## src/hdl/md5_decimal_nonce_pow_check_assert.svh

```systemverilog
// Assertion macros shared by the hashing pipeline
`ifndef MD5_DECIMAL_NONCE_POW_CHECK_ASSERT_SVH
`define MD5_DECIMAL_NONCE_POW_CHECK_ASSERT_SVH

// Same-cycle implication, checked outside reset
`define MD5P_ASSERT_NOW(label, clk, rst_n, ante, cons, msg) \
    label: assert property (@(posedge clk) disable iff (!rst_n) (ante) |-> (cons)) \
        else $error(msg);

// Next-cycle implication, checked outside reset
`define MD5P_ASSERT_NEXT(label, clk, rst_n, ante, cons, msg) \
    label: assert property (@(posedge clk) disable iff (!rst_n) (ante) |=> (cons)) \
        else $error(msg);

`endif

```

## src/hdl/md5p_pkg.sv

```systemverilog
`timescale 1ns / 1ps
package md5p_pkg;

    localparam int NONCE_W      = 31;
    localparam int DIFF_W       = 6;
    localparam int DIGITS       = 10;
    localparam int BCD_W        = 4 * DIGITS;
    localparam int BITS_PER_STG = 4;
    localparam int BCD_STAGES   = (NONCE_W + BITS_PER_STG - 1) / BITS_PER_STG;
    localparam int ROUNDS       = 64;
    localparam int NIBBLES      = 32;
    localparam logic [7:0] ASCII_ZERO = 8'h30;
    localparam logic [7:0] PAD_BYTE   = 8'h80;
    localparam logic [31:0] IV_A = 32'h67452301;
    localparam logic [31:0] IV_B = 32'hefcdab89;
    localparam logic [31:0] IV_C = 32'h98badcfe;
    localparam logic [31:0] IV_D = 32'h10325476;
    localparam logic [DIFF_W-1:0] DIFF_RESET = 6'd6;
    localparam logic [DIFF_W-1:0] DIFF_MAX   = 6'd32;

    // register index decoded from the bus address
    localparam logic REG_DIFFICULTY = 1'b0;

    typedef struct packed {
        logic [31:0] a;
        logic [31:0] b;
        logic [31:0] c;
        logic [31:0] d;
    } t_md5_state;

    localparam logic [31:0] K_TAB [0:63] = '{
        32'hd76aa478, 32'he8c7b756, 32'h242070db, 32'hc1bdceee,
        32'hf57c0faf, 32'h4787c62a, 32'ha8304613, 32'hfd469501,
        32'h698098d8, 32'h8b44f7af, 32'hffff5bb1, 32'h895cd7be,
        32'h6b901122, 32'hfd987193, 32'ha679438e, 32'h49b40821,
        32'hf61e2562, 32'hc040b340, 32'h265e5a51, 32'he9b6c7aa,
        32'hd62f105d, 32'h02441453, 32'hd8a1e681, 32'he7d3fbc8,
        32'h21e1cde6, 32'hc33707d6, 32'hf4d50d87, 32'h455a14ed,
        32'ha9e3e905, 32'hfcefa3f8, 32'h676f02d9, 32'h8d2a4c8a,
        32'hfffa3942, 32'h8771f681, 32'h6d9d6122, 32'hfde5380c,
        32'ha4beea44, 32'h4bdecfa9, 32'hf6bb4b60, 32'hbebfbc70,
        32'h289b7ec6, 32'heaa127fa, 32'hd4ef3085, 32'h04881d05,
        32'hd9d4d039, 32'he6db99e5, 32'h1fa27cf8, 32'hc4ac5665,
        32'hf4292244, 32'h432aff97, 32'hab9423a7, 32'hfc93a039,
        32'h655b59c3, 32'h8f0ccc92, 32'hffeff47d, 32'h85845dd1,
        32'h6fa87e4f, 32'hfe2ce6e0, 32'ha3014314, 32'h4e0811a1,
        32'hf7537e82, 32'hbd3af235, 32'h2ad7d2bb, 32'heb86d391
    };

    localparam int S_TAB [0:15] = '{
        7, 12, 17, 22, 5, 9, 14, 20, 4, 11, 16, 23, 6, 10, 15, 21
    };

    // message word used by a round
    function automatic int md5_g(input int rnd);
        int g;
        if (rnd < 16)      g = rnd;
        else if (rnd < 32) g = (5 * rnd + 1) % 16;
        else if (rnd < 48) g = (3 * rnd + 5) % 16;
        else               g = (7 * rnd) % 16;
        return g;
    endfunction

    // rotate amount used by a round
    function automatic int md5_s(input int rnd);
        return S_TAB[((rnd / 16) * 4) + (rnd % 4)];
    endfunction

    // swap byte order of a word
    function automatic logic [31:0] bswap32(input logic [31:0] x);
        return {x[7:0], x[15:8], x[23:16], x[31:24]};
    endfunction

endpackage

```

## src/hdl/md5p_bcd.sv

```systemverilog
`timescale 1ns / 1ps
module md5p_bcd
    import md5p_pkg::*;
(
    input  logic                 i_clk,
    input  logic                 i_rst_n,
    input  logic                 i_en,
    input  logic                 i_valid,
    input  logic [NONCE_W-1:0]   i_nonce,
    output logic                 o_valid,
    output logic [NONCE_W-1:0]   o_nonce,
    output logic [BCD_W-1:0]     o_bcd
);

    // one shift-and-add-3 step
    function automatic logic [BCD_W-1:0] dabble(input logic [BCD_W-1:0] x,
                                               input logic bit_in);
        logic [BCD_W-1:0] y;
        y = x;
        for (int k = 0; k < DIGITS; k++) begin
            if (y[4*k +: 4] >= 4'd5) begin
                y[4*k +: 4] = y[4*k +: 4] + 4'd3;
            end
        end
        return {y[BCD_W-2:0], bit_in};
    endfunction

    logic                 r_vld   [0:BCD_STAGES];
    logic [NONCE_W-1:0]   r_nonce [0:BCD_STAGES];
    logic [BCD_W-1:0]     r_bcd   [0:BCD_STAGES];

    assign r_vld[0]   = i_valid;
    assign r_nonce[0] = i_nonce;
    assign r_bcd[0]   = '0;

    // convert up to four bits per stage, most significant first
    for (genvar s = 0; s < BCD_STAGES; s++) begin : g_stg
        logic [BCD_W-1:0] n_bcd;

        always_comb begin
            n_bcd = r_bcd[s];
            for (int k = 0; k < BITS_PER_STG; k++) begin
                if (NONCE_W - 1 - s * BITS_PER_STG - k >= 0) begin
                    n_bcd = dabble(n_bcd,
                        r_nonce[s][NONCE_W - 1 - s * BITS_PER_STG - k]);
                end
            end
        end

        always_ff @(posedge i_clk) begin
            if (!i_rst_n) begin
                r_vld[s+1] <= 1'b0;
            end else if (i_en) begin
                r_vld[s+1] <= r_vld[s];
            end
        end

        always_ff @(posedge i_clk) begin
            if (i_en) begin
                r_nonce[s+1] <= r_nonce[s];
                r_bcd[s+1]   <= n_bcd;
            end
        end
    end

    assign o_valid = r_vld[BCD_STAGES];
    assign o_nonce = r_nonce[BCD_STAGES];
    assign o_bcd   = r_bcd[BCD_STAGES];

endmodule

```

## config.mk

```make
export PLATFORM = sky130hd
export DESIGN_NAME = md5p_bcd
export DESIGN_NICKNAME = d
export VERILOG_FILES = /design/src/hdl/md5_decimal_nonce_pow_check_assert.svh /design/src/hdl/md5p_pkg.sv /design/src/hdl/md5p_bcd.sv
export SDC_FILE = /design/constraint.sdc
export NUM_CORES = 1
export LEC_CHECK = 0
export CAP_MARGIN = 20
export CORE_UTILIZATION = 55
export DETAILED_ROUTE_END_ITERATION = 8
export DONT_BUFFER_PORTS = 1
export PLACE_DENSITY = 0.82
export SYNTH_ARGS = -nofsm -noshare
export SYNTH_HDL_FRONTEND = slang
export SYNTH_SLANG_ARGS = --single-unit
```

## constraint.sdc

```tcl
create_clock -name i_clk -period 3.45 [get_ports i_clk]
set_input_delay 0.69 -clock i_clk [delete_from_list [all_inputs] [get_ports i_clk]]
set_output_delay 0.69 -clock i_clk [all_outputs]
set_load 0.05 [all_outputs]
```

Word level (Yosys, flattened, before mapping)
Index checks and enable logic that the tools add are counted.

word-level totals
  register bits after elaboration = 536
  input port bits = 35
  output and inout bits = 72
  logic and storage cells = 791

cells by class
  $add $sub $neg = 255
  order comparisons = 255
  multiplexer cells = 255

operators by type and width
  operator                count
  $ge A4 B3 Y1 const B    245
  $mux W4                 231
  $add A4 B2 Y4 const B   225
  $mux W3                 22
  $add A3 B2 Y3 const B   20
  $add A1 B2 Y3 const B   7
  $ge A1 B3 Y1 const B    7
  $add A1 B2 Y3 const AB  3
  $ge A1 B3 Y1 const AB   3
  $mux W1                 2

Depth between registers and ports, before layout
  word-level depth = 8
  mapped depth = 22
  mapped depth without buffers = 21

Worst setup path after synthesis
Ideal clock, no wire load.

  path type = flip-flop to flip-flop
  start = register r_bcd[204] in the netlist's numbering
  end = register r_bcd[171] in the netlist's numbering (data pin)
  library setup time = 0.260 ns
  arrival time = 3.370 ns
  required time = 3.190 ns
  slack = -0.180 ns
  stages on the path, launching flop included = 13
  buffers on the path = 0
  clock period less this slack = 3.630 ns
  cells stage by stage = edfxtp_1 ha_1 nand2b_1 a21oi_1 mux2i_1 and3_1 nor2_2 ha_1 maj3_1 a221oi_1 mux2i_1 or2_2 mux2_2

between the ends
  word-level cells in the longest chain between the ends = 8
  elaborated cells on any way between the ends = 18
  those cells by class = add/sub: 6; order compare: 6; mux: 6

ends and longest elaborated chain
  element                                               RTL line                        RTL
  start: declaration                                    md5p_bcd.sv:30                  logic [BCD_W-1:0] r_bcd [0:BCD_STAGES];
  start signal: indexed assignment                      md5p_bcd.sv:61                  r_bcd[s+1] <= n_bcd;
  $add A4 B2 Y4 / $ge A4 B3 Y1 (equally long branches)  md5p_bcd.sv:22, md5p_bcd.sv:21
  $mux W4 (*)                                           md5p_bcd.sv:21                  if (y[4*k +: 4] >= 4'd5) begin
  $add A4 B2 Y4 / $ge A4 B3 Y1 (equally long branches)  md5p_bcd.sv:22, md5p_bcd.sv:21
  $mux W4                                               md5p_bcd.sv:21
  $add A4 B2 Y4 / $ge A4 B3 Y1 (equally long branches)  md5p_bcd.sv:22, md5p_bcd.sv:21
  $mux W4                                               md5p_bcd.sv:21
  $add A4 B2 Y4 / $ge A4 B3 Y1 (equally long branches)  md5p_bcd.sv:22, md5p_bcd.sv:21
  $mux W4 (*)                                           md5p_bcd.sv:21
  named net g_stg[3].n_bcd[11]                          md5p_bcd.sv:38                  logic [BCD_W-1:0] n_bcd;

The timed path passes the listed nets; every way through them passes the cells marked *.
A chain may end at the register's enable or synchronous reset.

Final worst setup path
  start = register r_bcd[124] in the netlist's numbering
  end = register r_bcd[85] in the netlist's numbering (data pin)

between the ends
  word-level cells in the longest chain between the ends = 8
  elaborated cells on any way between the ends = 11
  those cells by class = add/sub: 3; order compare: 4; mux: 4

ends and longest elaborated chain
  element                                               RTL line
  $add A4 B2 Y4 / $ge A4 B3 Y1 (equally long branches)  md5p_bcd.sv:22, md5p_bcd.sv:21
  $mux W4 (*)                                           md5p_bcd.sv:21
  $add A4 B2 Y4 / $ge A4 B3 Y1 (equally long branches)  md5p_bcd.sv:22, md5p_bcd.sv:21
  $mux W4 (*)                                           md5p_bcd.sv:21
  $add A4 B2 Y4 / $ge A4 B3 Y1 (equally long branches)  md5p_bcd.sv:22, md5p_bcd.sv:21
  $mux W4 (*)                                           md5p_bcd.sv:21
  $ge A4 B3 Y1 (*)                                      md5p_bcd.sv:21
  $mux W4 (*)                                           md5p_bcd.sv:21
  named net g_stg[5].n_bcd[5]                           md5p_bcd.sv:38

Marks and branches as above.

==> metrics.md <==
| Metric | Value |
|---|---|
| Synth Warn # | `0` |
| Drt pass-1 iters | `8` |
| CTS sink cnt | `433` |
| DPL Wire Length | `34,400 um` |
| DR iter-0 viols | `1,279` |
| HP Class | `primary input to register` |
| Placed inst area | `29,600 um2` |
| Ys flop type | `edfxtp_1` |
| Die area | `53,100 um2` |
| Synth Instances | `2,860` |
| Routed WL | `54,900 um` |
| Top cells by area, synth | `edfxtp_1 44%, ha_1 7.1%, a21oi_1 4.2%, o21ai_0 4.0%, xnor2_1 3.3%` |
| Sequential area share after synthesis | `0.450` |
| Total track usage | `0.188` |
| CTS H-tree lvls | `2` |
| Final #Nets | `3,161` |
| CTS buffer count | `48` |
| Max transition margin | `0.357` |
| Cell type with the highest aggregate area in the netlist | `edfxtp_1` |
| Distinct cell type count after synthesis | `94` |
| Area growth from synthesis to layout | `15.8%` |
| Max clock buf depth | `3` |
| Run status | `finished, violations left` |
| Post-Syn Area | `28,700 um2` |
| Fin crit share | `0.988` |
| Startpoint Class | `register` |
| Synth Net Count | `3,059` |
| Vias in the first global route | `20,200` |
| Initial Utilization | `0.559` |
| Post-synth top cells | `425 x edfxtp_1, 239 x a21oi_1, 230 x o21ai_0, 206 x nand2_1, 205 x nor2_1` |
| Post-route DRC | `1` |
| Max_cap viols | `0` |
| Setup violators final | `0` |
| Core Box Area | `51,400 um2` |
| Clock Pin Slew Worst Setup and Hold Paths | `60 ps` |
| Root Buffer | `clkbuf_16` |
| PortBufs | `0` |
| Hold buffer count at CTS | `0` |
| Data arrival, critical path | `3760 ps` |
| Number of diodes | `0` |
| Crit path required time | `3800 ps` |
| Yosys reg bits | `433` |
| Initial antenna violation count | `0` |
| Final Slew Violations | `0` |
| Count leader, synth | `edfxtp_1` |
| Share of cells above drive strength 1 | `0.211` |
| Failing checks | `design-rule violations` |
| Antenna Nets Post-Route | `0` |
| GRT overflow | `0` |
| Wire length per cell | `14.9 um` |
| Fin crit period | `3410 ps` |
| Setup crit end kind | `register` |
| Row count | `83` |
| Asr flop ratio synth | `0` |
| Boundary Pins | `107` |
| Die Y-Extent | `231 um` |
| Largest net degree at the start of global routing | `434` |
| Clk_skew | `28.7 ps` |
| Vias post-DR | `21,700` |
| Post-synth EDFFs | `425` |
| Final Cell Area | `33,300 um2` |
| CTS tree | `built` |
| Yosys top cell area share | `0.444` |
| Slew at the pin with the worst max-slew slack | `965 ps` |
| Synth Area per Inst | `10.0 um2` |
| Die width | `231 um` |
| Worst-Skew Late Latency | `610 ps` |
| Final hold vios | `0` |
| RD Place Congestion | `0.814` |
| Max Clock Freq | `293 MHz` |
| Global-route wire length before repair | `86,800 um` |
| Vias/cell | `5.89` |
| Max FO, Critical Path | `4` |
| Crit path kind | `register to register` |
| RSZ-0062 raised after global routing | `true` |
-- worst max-delay path: stages (launching register included) --
cell      delay (ps)
edfxtp_1         430
inv_1            100
ha_2             210
nor2b_2          180
o21ai_1          120
or2_2            350
buf_4            160
a21o_1           190
a31oi_4          190
inv_2             60
ha_4             170
nor3b_2          180
a21oi_2           70
a211o_1          280
a21o_1           210
a21oi_2          180
xnor2_1           80
-- cells in the final DEF, fill, tap and decap left out, types with 29 or more instances in the layout --
cell and n:
o22ai_1 30, xnor2_1 92, o21ai_1 39, a21o_1 29, mux2i_1 76, nand3_1 46, inv_2 35, o21a_1 57
inv_1 145, mux2_2 58, clkbuf_16 48, a31oi_1 34, nor2_1 197, a21oi_2 42, nor3_1 44, nand2b_1 67
ha_1 122, edfxtp_1 425, nor2b_1 35, nand2_1 203, o21ai_0 215, buf_4 188, a21oi_1 197, o211ai_1 29
-- final cells by class --
cell class	count	area [um2]
Clock inverter	34	528
Multi-Input combinational cell	2106	15600
Tap cell	680	851
Sequential cell	433	12900
Clock buffer	54	1220
Fill cell	3790	18200
Timing Repair Buffer	192	1460
Inverter	181	682
-- sequential cells by signal, summed over array words and instances (netlist names) --
| register | count |
|---|---|
| g_stg.n_bcd | 7 |
| o_bcd | 39 |
| o_nonce | 31 |
| o_valid | 1 |
| r_bcd | 138 |
| r_nonce | 210 |
| r_vld | 7 |
-- timing repair --
item                       in CTS  in global routing
gates resized for setup        32                277
hold endpoints to repair        0                  0
gates cloned                    0                  0
setup endpoints to repair      41                119
setup buffers                  13                 72
pin swaps                       6                 77
-- routing by layer --
layer  vias up  wire length [um]  global-route usage
met2       586             29800               0.363
met4         0              1430              0.0743
met3       124              2060              0.0248
met1     10200             21500               0.206
li1      10700                 -                   -
met5         -                 0                   0
-- kinds of logic (layout without fill, tap and decap cells) --
kind of cell,after synthesis,count (layout),share of synthesized area
buffers and inverters,321,461,0.0520
muxes,154,154,0.0571
DFF,433,433,0.450
AOI/OAI and AO/OA,909,909,0.201
xor gates and xnor gates,136,136,0.0428
adders and majority gates,165,165,0.0718
and+or+nand+nor,742,742,0.125
-- worst paths after layout --
path         slack, ps                     end                    from  depth (start not counted)
max                 40     r_bcd[85]$_DFFE_PP_    r_bcd[124]$_DFFE_PP_                         16
min                170  r_nonce[228]$_DFFE_PP_             i_nonce[11]                          0
max reg2reg         40     r_bcd[85]$_DFFE_PP_    r_bcd[124]$_DFFE_PP_                         16
min reg2reg        410  r_nonce[146]$_DFFE_PP_  r_nonce[177]$_DFFE_PP_                          0
-- through the flow --
| stage | util | hold slack, ps | instances | setup WS, ps | setup TNS, ps |
|---|---|---|---|---|---|
| 4_1_cts | 0.614 | 135 | 3608 | -35.7 | -35.7 |
| 3_5_place_dp | 0.576 | 405 | 3507 | -179 | -1570 |
| 5_1_grt | 0.647 | 145 | 3680 | -146 | -2500 |
| 2_1_floorplan | - | 400 | 2860 | -17.9 | -17.9 |
| 6_report | 0.647 | 175 | 3680 | 40.2 | 0 |
| 3_3_place_gp | 0.576 | 400 | 3507 | 49.9 | 0 |
Power is not shown: default switching activity piles up to over one toggle a cycle in this logic, so the estimate is an artifact.
